<file path="src/yta_pkg.sv">
// Shared constants, types and helper functions for the YUV text alpha blender.
package yta_pkg;

   // Fixed-point format of the colour-space coefficients
   localparam int COEF_FRAC_BITS = 14;
   localparam int COEF_W         = COEF_FRAC_BITS + 2;
   localparam int PROD_W         = COEF_W + 8;
   localparam int SUM_W          = COEF_W + 9;

   // BT.601 coefficients, rounded half up
   localparam logic signed [COEF_W-1:0] K_RV =
      COEF_W'(((longint'(1402) << COEF_FRAC_BITS) + 500) / 1000);
   localparam logic signed [COEF_W-1:0] K_GU =
      COEF_W'(((longint'(344136) << COEF_FRAC_BITS) + 500000) / 1000000);
   localparam logic signed [COEF_W-1:0] K_GV =
      COEF_W'(((longint'(714136) << COEF_FRAC_BITS) + 500000) / 1000000);
   localparam logic signed [COEF_W-1:0] K_BU =
      COEF_W'(((longint'(1772) << COEF_FRAC_BITS) + 500) / 1000);
   localparam logic signed [COEF_W-1:0] K_YR =
      COEF_W'(((longint'(299) << COEF_FRAC_BITS) + 500) / 1000);
   localparam logic signed [COEF_W-1:0] K_YG =
      COEF_W'(((longint'(587) << COEF_FRAC_BITS) + 500) / 1000);
   localparam logic signed [COEF_W-1:0] K_YB =
      COEF_W'(((longint'(114) << COEF_FRAC_BITS) + 500) / 1000);
   localparam logic signed [COEF_W-1:0] K_UR =
      COEF_W'(((longint'(169) << COEF_FRAC_BITS) + 500) / 1000);
   localparam logic signed [COEF_W-1:0] K_UG =
      COEF_W'(((longint'(331) << COEF_FRAC_BITS) + 500) / 1000);
   localparam logic signed [COEF_W-1:0] K_HALF =
      COEF_W'(((longint'(1) << COEF_FRAC_BITS) + 1) / 2);
   localparam logic signed [COEF_W-1:0] K_VG =
      COEF_W'(((longint'(419) << COEF_FRAC_BITS) + 500) / 1000);
   localparam logic signed [COEF_W-1:0] K_VB =
      COEF_W'(((longint'(81) << COEF_FRAC_BITS) + 500) / 1000);

   // Chroma offset of 128 in the sum format
   localparam logic signed [SUM_W-1:0] CHROMA_OFFSET =
      SUM_W'(longint'(128) << COEF_FRAC_BITS);

   // Blend weight scale (256 * 255)
   localparam logic [15:0] FULL_W         = 16'd65280;
   localparam logic [8:0]  OPACITY_FULL   = 9'd256;
   localparam int          NUM_W          = 24;
   localparam int          NUM_STAGES     = 6;

   // Register reset values
   localparam logic [7:0] TEXT_LUMA_RESET = 8'd255;
   localparam logic [7:0] TEXT_CB_RESET   = 8'd128;
   localparam logic [7:0] TEXT_CR_RESET   = 8'd128;
   localparam logic [8:0] OPACITY_RESET   = 9'd256;

   typedef enum logic [1:0] {
      CSR_TEXT_LUMA      = 2'd0,
      CSR_TEXT_CB        = 2'd1,
      CSR_TEXT_CR        = 2'd2,
      CSR_GLOBAL_OPACITY = 2'd3
   } csr_index_type;

   // Load enables of the two register stages inside a conversion unit
   typedef struct packed {
      logic lead;
      logic tail;
   } stage_en_type;

   // Pixel samples carried alongside the arithmetic, plus the bypass flag
   typedef struct packed {
      logic [7:0] luma;
      logic [7:0] cb;
      logic [7:0] cr;
      logic       pass;
   } pix_type;

   // Floor by 2^COEF_FRAC_BITS, then clamp to 0..255
   function automatic logic [7:0] floor_clamp(input logic signed [SUM_W-1:0] s);
      logic signed [SUM_W-1:0] q;
      logic [7:0]              res;
      q = s >>> COEF_FRAC_BITS;
      priority if (s[SUM_W-1]) begin
         res = 8'd0;
      end else if (q[SUM_W-1:8] != '0) begin
         res = 8'd255;
      end else begin
         res = q[7:0];
      end
      return res;
   endfunction

endpackage

</file>
<file path="src/yta_yuv_to_rgb.sv">
// Two-stage YUV to RGB converter: coefficient products, then sum, floor and clamp.
module yta_yuv_to_rgb
   import yta_pkg::*;
(
   input  logic             clock,
   input  stage_en_type     stage_en,
   input  logic [7:0]       luma,
   input  logic [7:0]       cb,
   input  logic [7:0]       cr,
   output logic [2:0][7:0]  rgb
);

   logic [7:0]               luma_ff;
   logic signed [PROD_W-1:0] rv_ff, gu_ff, gv_ff, bu_ff;
   logic signed [PROD_W-1:0] rv_in, gu_in, gv_in, bu_in;
   logic signed [7:0]        du, dv;
   logic signed [SUM_W-1:0]  ys, r_sum, g_sum, b_sum;
   logic [2:0][7:0]          rgb_ff, rgb_in;

   // Chroma minus 128 is the sample with its top bit flipped
   assign du = $signed({~cb[7], cb[6:0]});
   assign dv = $signed({~cr[7], cr[6:0]});

   always_comb begin
      rv_in = K_RV * dv;
      gu_in = K_GU * du;
      gv_in = K_GV * dv;
      bu_in = K_BU * du;
   end

   always_ff @(posedge clock) begin
      if (stage_en.lead) begin
         luma_ff <= luma;
         rv_ff   <= rv_in;
         gu_ff   <= gu_in;
         gv_ff   <= gv_in;
         bu_ff   <= bu_in;
      end
   end

   always_comb begin
      ys = {{(SUM_W - 8 - COEF_FRAC_BITS){1'b0}}, luma_ff, {COEF_FRAC_BITS{1'b0}}};
      r_sum = ys + {{(SUM_W - PROD_W){rv_ff[PROD_W-1]}}, rv_ff};
      g_sum = ys - {{(SUM_W - PROD_W){gu_ff[PROD_W-1]}}, gu_ff}
                 - {{(SUM_W - PROD_W){gv_ff[PROD_W-1]}}, gv_ff};
      b_sum = ys + {{(SUM_W - PROD_W){bu_ff[PROD_W-1]}}, bu_ff};
      rgb_in[0] = floor_clamp(r_sum);
      rgb_in[1] = floor_clamp(g_sum);
      rgb_in[2] = floor_clamp(b_sum);
   end

   always_ff @(posedge clock) begin
      if (stage_en.tail) begin
         rgb_ff <= rgb_in;
      end
   end

   assign rgb = rgb_ff;

endmodule

</file>
<file path="src/yta_rgb_to_yuv.sv">
// Two-stage RGB to YUV converter: coefficient products, then sum, floor and clamp.
module yta_rgb_to_yuv
   import yta_pkg::*;
(
   input  logic             clock,
   input  stage_en_type     stage_en,
   input  logic [2:0][7:0]  rgb,
   output logic [2:0][7:0]  yuv
);

   logic signed [8:0]       r_s, g_s, b_s;
   logic signed [SUM_W-1:0] yr_ff, yg_ff, yb_ff, ur_ff, ug_ff, ub_ff, vr_ff, vg_ff, vb_ff;
   logic signed [SUM_W-1:0] yr_in, yg_in, yb_in, ur_in, ug_in, ub_in, vr_in, vg_in, vb_in;
   logic signed [SUM_W-1:0] y_sum, u_sum, v_sum;
   logic [2:0][7:0]         yuv_ff, yuv_in;

   assign r_s = $signed({1'b0, rgb[0]});
   assign g_s = $signed({1'b0, rgb[1]});
   assign b_s = $signed({1'b0, rgb[2]});

   always_comb begin
      yr_in = K_YR * r_s;
      yg_in = K_YG * g_s;
      yb_in = K_YB * b_s;
      ur_in = K_UR * r_s;
      ug_in = K_UG * g_s;
      ub_in = K_HALF * b_s;
      vr_in = K_HALF * r_s;
      vg_in = K_VG * g_s;
      vb_in = K_VB * b_s;
   end

   always_ff @(posedge clock) begin
      if (stage_en.lead) begin
         yr_ff <= yr_in;
         yg_ff <= yg_in;
         yb_ff <= yb_in;
         ur_ff <= ur_in;
         ug_ff <= ug_in;
         ub_ff <= ub_in;
         vr_ff <= vr_in;
         vg_ff <= vg_in;
         vb_ff <= vb_in;
      end
   end

   always_comb begin
      y_sum = yr_ff + yg_ff + yb_ff;
      u_sum = ub_ff - ur_ff - ug_ff + CHROMA_OFFSET;
      v_sum = vr_ff - vg_ff - vb_ff + CHROMA_OFFSET;
      yuv_in[0] = floor_clamp(y_sum);
      yuv_in[1] = floor_clamp(u_sum);
      yuv_in[2] = floor_clamp(v_sum);
   end

   always_ff @(posedge clock) begin
      if (stage_en.tail) begin
         yuv_ff <= yuv_in;
      end
   end

   assign yuv = yuv_ff;

endmodule

</file>
<file path="src/yuv_text_alpha_blend.sv">
// Top level of the YUV text alpha blender: register file, blend pipeline and output stage.
//
// Usage
//   Input channel (req_*): one YUV pixel plus its glyph coverage per transfer.
//   Result channel (rsp_*): one blended YUV pixel per input transfer, in order.
//   Configuration (csr_*): text colour and global opacity, written one register
//   per cycle while no pixel is in flight.
// Timing
//   Six register stages: RGB products, RGB clamp, blend numerator, divide by
//   65280, YUV products, YUV clamp.
//   Throughput is one pixel per cycle while rsp_ready is high; every stage takes
//   a new item whenever it is empty or its successor advances.
//   The text colour is converted to RGB by its own two-stage unit running
//   continuously; a new colour passes its product and clamp registers before use.
// Reset
//   Reset empties the pipeline and loads the register reset values.
// Back-pressure
//   With rsp_ready low the output stage holds; earlier stages keep filling
//   until each holds an item, and only then does req_ready drop.
module yuv_text_alpha_blend
   import yta_pkg::*;
(
   input  logic       clock,
   input  logic       reset,
   // input channel
   input  logic       req_valid,
   output logic       req_ready,
   input  logic [7:0] req_pix_luma,
   input  logic [7:0] req_pix_cb,
   input  logic [7:0] req_pix_cr,
   input  logic [7:0] req_coverage,
   // result channel
   output logic       rsp_valid,
   input  logic       rsp_ready,
   output logic [7:0] rsp_out_luma,
   output logic [7:0] rsp_out_cb,
   output logic [7:0] rsp_out_cr,
   // configuration port
   input  logic       csr_write_enable,
   input  logic [1:0] csr_index,
   input  logic [8:0] csr_write_data
);

   // ---------------------------------------------------------------
   // Configuration registers
   // ---------------------------------------------------------------
   logic [7:0] text_luma_ff, text_cb_ff, text_cr_ff;
   logic [8:0] opacity_ff;

   always_ff @(posedge clock) begin
      if (reset) begin
         text_luma_ff <= TEXT_LUMA_RESET;
         text_cb_ff   <= TEXT_CB_RESET;
         text_cr_ff   <= TEXT_CR_RESET;
         opacity_ff   <= OPACITY_RESET;
      end else if (csr_write_enable) begin
         unique case (csr_index_type'(csr_index))
            CSR_TEXT_LUMA:      text_luma_ff <= csr_write_data[7:0];
            CSR_TEXT_CB:        text_cb_ff   <= csr_write_data[7:0];
            CSR_TEXT_CR:        text_cr_ff   <= csr_write_data[7:0];
            CSR_GLOBAL_OPACITY: opacity_ff   <= csr_write_data;
            default:            ;
         endcase
      end
   end

   // Text colour in RGB, refreshed every cycle from the registers
   logic [2:0][7:0] text_rgb;
   stage_en_type    text_en;

   assign text_en = '{lead: 1'b1, tail: 1'b1};

   yta_yuv_to_rgb u_text_rgb (
      .clock    (clock),
      .stage_en (text_en),
      .luma     (text_luma_ff),
      .cb       (text_cb_ff),
      .cr       (text_cr_ff),
      .rgb      (text_rgb)
   );

   // ---------------------------------------------------------------
   // Stage valid bits and load enables
   // ---------------------------------------------------------------
   logic [NUM_STAGES-1:0] stage_vld_ff, stage_vld_in;
   logic [NUM_STAGES-1:0] stage_en;

   // A stage loads when it is empty or its successor advances
   always_comb begin
      stage_en[NUM_STAGES-1] = !stage_vld_ff[NUM_STAGES-1] || rsp_ready;
      for (int k = NUM_STAGES - 2; k >= 0; k--) begin
         stage_en[k] = !stage_vld_ff[k] || stage_en[k+1];
      end
   end

   always_comb begin
      stage_vld_in[0] = stage_en[0] ? req_valid : stage_vld_ff[0];
      for (int k = 1; k < NUM_STAGES; k++) begin
         stage_vld_in[k] = stage_en[k] ? stage_vld_ff[k-1] : stage_vld_ff[k];
      end
   end

   always_ff @(posedge clock) begin
      if (reset) begin
         stage_vld_ff <= '0;
      end else begin
         stage_vld_ff <= stage_vld_in;
      end
   end

   assign req_ready = stage_en[0];

   // ---------------------------------------------------------------
   // Stages 1 and 2: pixel to RGB, blend weight, bypass data
   // ---------------------------------------------------------------
   logic [2:0][7:0] pix_rgb;
   stage_en_type    pix_en;
   pix_type         s1_pix_ff, s1_pix_in, s2_pix_ff;
   logic [15:0]     s1_w_ff, s1_w_in, s2_w_ff;
   logic [8:0]      opacity_sat;
   logic [16:0]     w_full;

   assign pix_en = '{lead: stage_en[0], tail: stage_en[1]};

   yta_yuv_to_rgb u_pix_rgb (
      .clock    (clock),
      .stage_en (pix_en),
      .luma     (req_pix_luma),
      .cb       (req_pix_cb),
      .cr       (req_pix_cr),
      .rgb      (pix_rgb)
   );

   // Saturate opacity above full, then form the weight out of 65280
   always_comb begin
      opacity_sat    = opacity_ff[8] ? OPACITY_FULL : opacity_ff;
      w_full         = opacity_sat * req_coverage;
      s1_w_in        = w_full[15:0];
      s1_pix_in.luma = req_pix_luma;
      s1_pix_in.cb   = req_pix_cb;
      s1_pix_in.cr   = req_pix_cr;
      s1_pix_in.pass = (req_coverage == 8'd0);
   end

   always_ff @(posedge clock) begin
      if (stage_en[0]) begin
         s1_pix_ff <= s1_pix_in;
         s1_w_ff   <= s1_w_in;
      end
      if (stage_en[1]) begin
         s2_pix_ff <= s1_pix_ff;
         s2_w_ff   <= s1_w_ff;
      end
   end

   // ---------------------------------------------------------------
   // Stage 3: blend numerator  Cp*65280 + w*(Ct - Cp)
   // ---------------------------------------------------------------
   logic [2:0][NUM_W-1:0] s3_num_ff, s3_num_in;
   pix_type               s3_pix_ff;
   logic signed [8:0]     diff;
   logic signed [NUM_W+1:0] prod, num_ext;

   always_comb begin
      diff    = '0;
      prod    = '0;
      num_ext = '0;
      for (int c = 0; c < 3; c++) begin
         diff    = $signed({1'b0, text_rgb[c]}) - $signed({1'b0, pix_rgb[c]});
         prod    = $signed({1'b0, s2_w_ff}) * diff;
         num_ext = $signed({2'b00, pix_rgb[c], 16'd0})
                 - $signed({10'd0, pix_rgb[c], 8'd0}) + prod;
         s3_num_in[c] = num_ext[NUM_W-1:0];
      end
   end

   always_ff @(posedge clock) begin
      if (stage_en[2]) begin
         s3_num_ff <= s3_num_in;
         s3_pix_ff <= s2_pix_ff;
      end
   end

   // ---------------------------------------------------------------
   // Stage 4: divide by 65280 as a shift by 8 and a divide by 255
   // ---------------------------------------------------------------
   function automatic logic [7:0] div_full(input logic [NUM_W-1:0] num);
      logic [15:0] m;
      logic [24:0] t;
      logic [7:0]  q0;
      logic [16:0] r;
      m  = num[NUM_W-1:8];
      // Reciprocal estimate m*257/65536 is low by at most one
      t  = {1'b0, m, 8'd0} + {9'd0, m};
      q0 = t[23:16];
      r  = {1'b0, m} - {1'b0, q0, 8'd0} + {9'd0, q0};
      return (r >= 17'd255) ? q0 + 8'd1 : q0;
   endfunction

   logic [2:0][7:0] s4_rgb_ff, s4_rgb_in;
   pix_type         s4_pix_ff;

   always_comb begin
      for (int c = 0; c < 3; c++) begin
         s4_rgb_in[c] = div_full(s3_num_ff[c]);
      end
   end

   always_ff @(posedge clock) begin
      if (stage_en[3]) begin
         s4_rgb_ff <= s4_rgb_in;
         s4_pix_ff <= s3_pix_ff;
      end
   end

   // ---------------------------------------------------------------
   // Stages 5 and 6: back to YUV, then pick bypass or blended pixel
   // ---------------------------------------------------------------
   logic [2:0][7:0] blend_yuv;
   stage_en_type    yuv_en;
   pix_type         s5_pix_ff, s6_pix_ff;

   assign yuv_en = '{lead: stage_en[4], tail: stage_en[5]};

   yta_rgb_to_yuv u_blend_yuv (
      .clock    (clock),
      .stage_en (yuv_en),
      .rgb      (s4_rgb_ff),
      .yuv      (blend_yuv)
   );

   always_ff @(posedge clock) begin
      if (stage_en[4]) begin
         s5_pix_ff <= s4_pix_ff;
      end
      if (stage_en[5]) begin
         s6_pix_ff <= s5_pix_ff;
      end
   end

   // Zero coverage passes the original pixel through untouched
   assign rsp_valid    = stage_vld_ff[NUM_STAGES-1];
   assign rsp_out_luma = s6_pix_ff.pass ? s6_pix_ff.luma : blend_yuv[0];
   assign rsp_out_cb   = s6_pix_ff.pass ? s6_pix_ff.cb   : blend_yuv[1];
   assign rsp_out_cr   = s6_pix_ff.pass ? s6_pix_ff.cr   : blend_yuv[2];

   // ---------------------------------------------------------------
   // Assertions
   // ---------------------------------------------------------------

   // Reset leaves the pipeline empty
   a_reset_empties: assert property (@(posedge clock)
      $past(reset) |-> (stage_vld_ff == '0))
      else $error("pipeline not empty after reset");

   // A full pipeline with a stalled receiver refuses new transfers
   a_full_stall_blocks: assert property (@(posedge clock) disable iff (reset)
      ((stage_vld_ff == '1) && !rsp_ready) |-> !req_ready)
      else $error("input accepted while pipeline full and stalled");

   // A held first stage keeps its weight
   a_stage1_holds: assert property (@(posedge clock) disable iff (reset)
      (stage_vld_ff[0] && !stage_en[1] && !stage_en[0]) |=> $stable(s1_w_ff))
      else $error("stalled stage 1 weight changed");

endmodule
</file>
<file path="config.mk">
export PLATFORM = sky130hd
export DESIGN_NAME = yuv_text_alpha_blend
export DESIGN_NICKNAME = d
export VERILOG_FILES = /design/src/yta_pkg.sv /design/src/yta_yuv_to_rgb.sv /design/src/yta_rgb_to_yuv.sv /design/src/yuv_text_alpha_blend.sv
export SDC_FILE = /design/constraint.sdc
export NUM_CORES = 2
export LEC_CHECK = 0
export BUFFER_PORTS_ARGS = -buffer_cell sky130_fd_sc_hd__buf_2
export CORE_ASPECT_RATIO = 0.5
export CORE_MARGIN = 2
export CORE_UTILIZATION = 66
export DETAILED_ROUTE_END_ITERATION = 10
export PLACE_DENSITY = 0.83
export SLEW_MARGIN = 10
export SYNTH_ARGS = -nofsm -noshare
export SYNTH_HDL_FRONTEND = slang
export SYNTH_SLANG_ARGS = --single-unit
export TNS_END_PERCENT = 10
</file>
<file path="constraint.sdc">
create_clock -name clock -period 9.5 [get_ports clock]
set_clock_uncertainty 0.05 [all_clocks]
set_input_delay 1.9 -clock clock [delete_from_list [all_inputs] [get_ports clock]]
set_output_delay 1.9 -clock clock [all_outputs]
set_load 0.03 [all_outputs]
</file>
==> out/metrics.yaml <==
run_status:
  status: "finished clean"
finish:
  multiInputGateArea_um2: 45900
  final_cell_mix: "inv_1, ha_1, fa_1, edfxtp_1, nand2_1"
  area.sequential_um2: 17800
  n_fill_cell: 7310
  final_nets: 8789
  final_common_cell: "inv_1"
  finish.utilization_pct: 71.1
  syn_to_final_growth_pct: 6.17
  fin_cells: 8297
  drive_gt1_share_pct: 4.83
cts:
  post_cts_buffers: 0
  htreeDepth: 2
  ctsRootBufferMaster: "clkbuf_16"
  path_clk_slew_ps: 70
  clk_latency_ps: 680
  clk_path_buf_depth: 3
  cts_resized: 0
  cts_buffers: 61
  cts_tree: "done"
  clock-sinks: 636
  hold_buffers: 0
synth:
  ys_warn_count: 0
  seq_area_frac_synth_pct: 25.7
  synth_area_per_cell_um2: 10.2
  syn-instance-count: 6763
  yosys.area.top_type: "edfxtp_1"
  synth-seq-cells: 636
  syn_area_um2: 69200
  async_reset_ff_share_pct: 0
  synthFlopType: "edfxtp_1"
  ys_types: 97
  yosys.area.top_type_share_pct: 21.8
  synth.area.top_cells: "edfxtp_1, ha_1, fa_1"
  synth_edf_count: 503
  syn-num-nets: 8714
critical_path:
  cp_common_cell: "fa_1"
  critical_path.startpoint_type: "flip-flop"
  end_kind: "flip-flop"
  r2r-end: "s3_num_ff[47]$_DFFE_PP_"
  reg2regPathDepth: 30
  critPathKind: "reg2reg"
  crit_arrival_ps: 8320
  cp_num_buf_inv: 4
  crit_slowest_cell: "fa_1"
  crit_family: "adder cells"
  worstReg2RegStart: "u_pix_rgb.rgb[9]$_SDFFCE_PP0P_"
  crit_path_max_incr_delay_ps: 550
  cp_max_fo: 16
  required_ps: 9860
  regToRegSetupSlack_ps: 1540
floorplan:
  die_x_um: 462
  dieHeight_um: 233
  fp-row-count: 83
  initial_core_util_pct: 67.0
  die-area_um2: 108000
  core_area_um2: 103000
  io_pins: 74
place:
  gp_congestion: 0.928
  hpwl_mm: 128
  dp.cells: 8177
  io_buffers: 73
routing:
  drt-vias-per-instance: 5.79
  vias: 48000
  wirelength_mm: 162
  wl_per_cell_um: 19.5
  firstDrtPassIters: 5
  drt_iter0_markers: 3353
  drcViolationCount: 0
  antenna_left: 0
worst_hold_path:
  worstHoldPathType: "reg2reg"
  hold_end: "u_text_rgb.luma_ff[2]$_DFF_P_"
  worstHoldStart: "text_luma_ff[2]$_SDFFE_PP1P_"
  min_delay_path_depth: 0
sta:
  finalSetupViolCount: 0
  max_slew_margin_pct: 12.3
  max_freq_mhz: 126
  post-route-min-period_ps: 7960
  period_share_pct: 83.8
  finalHoldViolCount: 0
  tightestPinTransition_ps: 1320
  tns_ps: 0
  slew_viol_final: 0
  rsz0062_at_grt: "no"
global_routing:
  overflow: 0
  antenna_found_initial: 16
  grt_usage_pct: 31.1
  grt_max_degree: 74
  grt_first_pass_wirelength_mm: 264
  grt_pass1_vias: 51000
job:
  drv_cap: 0
routing by layer:
layer  up-vias  GRT usage (%)  wire, µm
li1      22400              -         -
met2      1594           51.9     75800
met3       358           4.90     11400
met5         -              0        70
met1     23700           41.6     68400
met4        14           10.6      6030
stage by stage:
step	hold slack (ps)	instance area, µm²	worst slack [ps]
final	293	73400	1540
after global routing	298	73400	1180
after CTS	296	73400	1560
after detailed placement	279	71300	1590
after global placement	279	71300	1840
after floorplan	274	69200	2050
worst max-delay path by stage:
stage                              startpoint  cells after the start                 endpoint
6_report       u_pix_rgb.rgb[9]$_SDFFCE_PP0P_                     30  s3_num_ff[47]$_DFFE_PP_
5_1_grt        u_pix_rgb.rgb[9]$_SDFFCE_PP0P_                     30  s3_num_ff[47]$_DFFE_PP_
4_1_cts        u_pix_rgb.rgb[9]$_SDFFCE_PP0P_                     30  s3_num_ff[47]$_DFFE_PP_
3_5_place_dp   u_pix_rgb.rgb[9]$_SDFFCE_PP0P_                     30  s3_num_ff[47]$_DFFE_PP_
3_3_place_gp   u_pix_rgb.rgb[9]$_SDFFCE_PP0P_                     30  s3_num_ff[47]$_DFFE_PP_
2_1_floorplan                       rsp_ready                      4                req_ready
Yosys cell counts, types with 12 or more instances:
library cell / number
nand2_1: 445
a21o_1: 98
nand2b_1: 98
fa_1: 712
xnor2_1: 303
o21ai_0: 150
nand4_1: 17
or3_1: 18
nor2_1: 330
nor4_1: 12
o21a_1: 73
dfxtp_1: 133
xor2_1: 91
mux2i_1: 18
a211oi_1: 13
and3_1: 29
nand3_1: 50
mux2_2: 27
o211ai_1: 15
or2_2: 34
ha_1: 1191
nor3_1: 104
edfxtp_1: 503
inv_1: 1380
a31oi_1: 24
a21oi_1: 261
o21bai_1: 61
clkbuf_1: 95
and2_1: 122
nor2b_1: 111
o22ai_1: 18
a211o_1: 15
a21boi_0: 13
state kept, by name (all words and copies together) (netlist names), 21 cells and up:
name               count
s2_pix_ff             25
s3_num_ff             48
s3_pix_ff             25
s4_pix_ff             25
s4_rgb_ff             24
s5_pix_ff             25
s6_pix_ff             25
u_blend_yuv.ug_ff     21
u_blend_yuv.yuv       24
u_pix_rgb.rgb         24
u_text_rgb.gu_ff      21
u_text_rgb.rgb        24
layout make-up:
class	count	share of cell area, %
Sequential cell	636	24.2
Antenna cell	4	0.0136
Tap cell	1402	2.39
Multi-Input combinational cell	4643	62.5
Inverter	1381	7.06
Clock buffer	70	2.21
Clock inverter	46	0.756
Timing Repair Buffer	115	0.927
logic make-up after synthesis:
logic type	Yosys count	share of synthesized area, %
AND/OR/NAND/NOR	1418	9.93
XOR/XNOR	394	4.99
AO/OA/AOI/OAI	881	8.46
flip-flops	636	25.7
buffers and inverters	1484	8.05
multiplexers	46	0.716
adder cells (fa/ha/maj)	1904	42.2
Power is left out: the tool's default activity adds up to more than one toggle a clock period on the data nets, which glitch-free logic cannot reach.
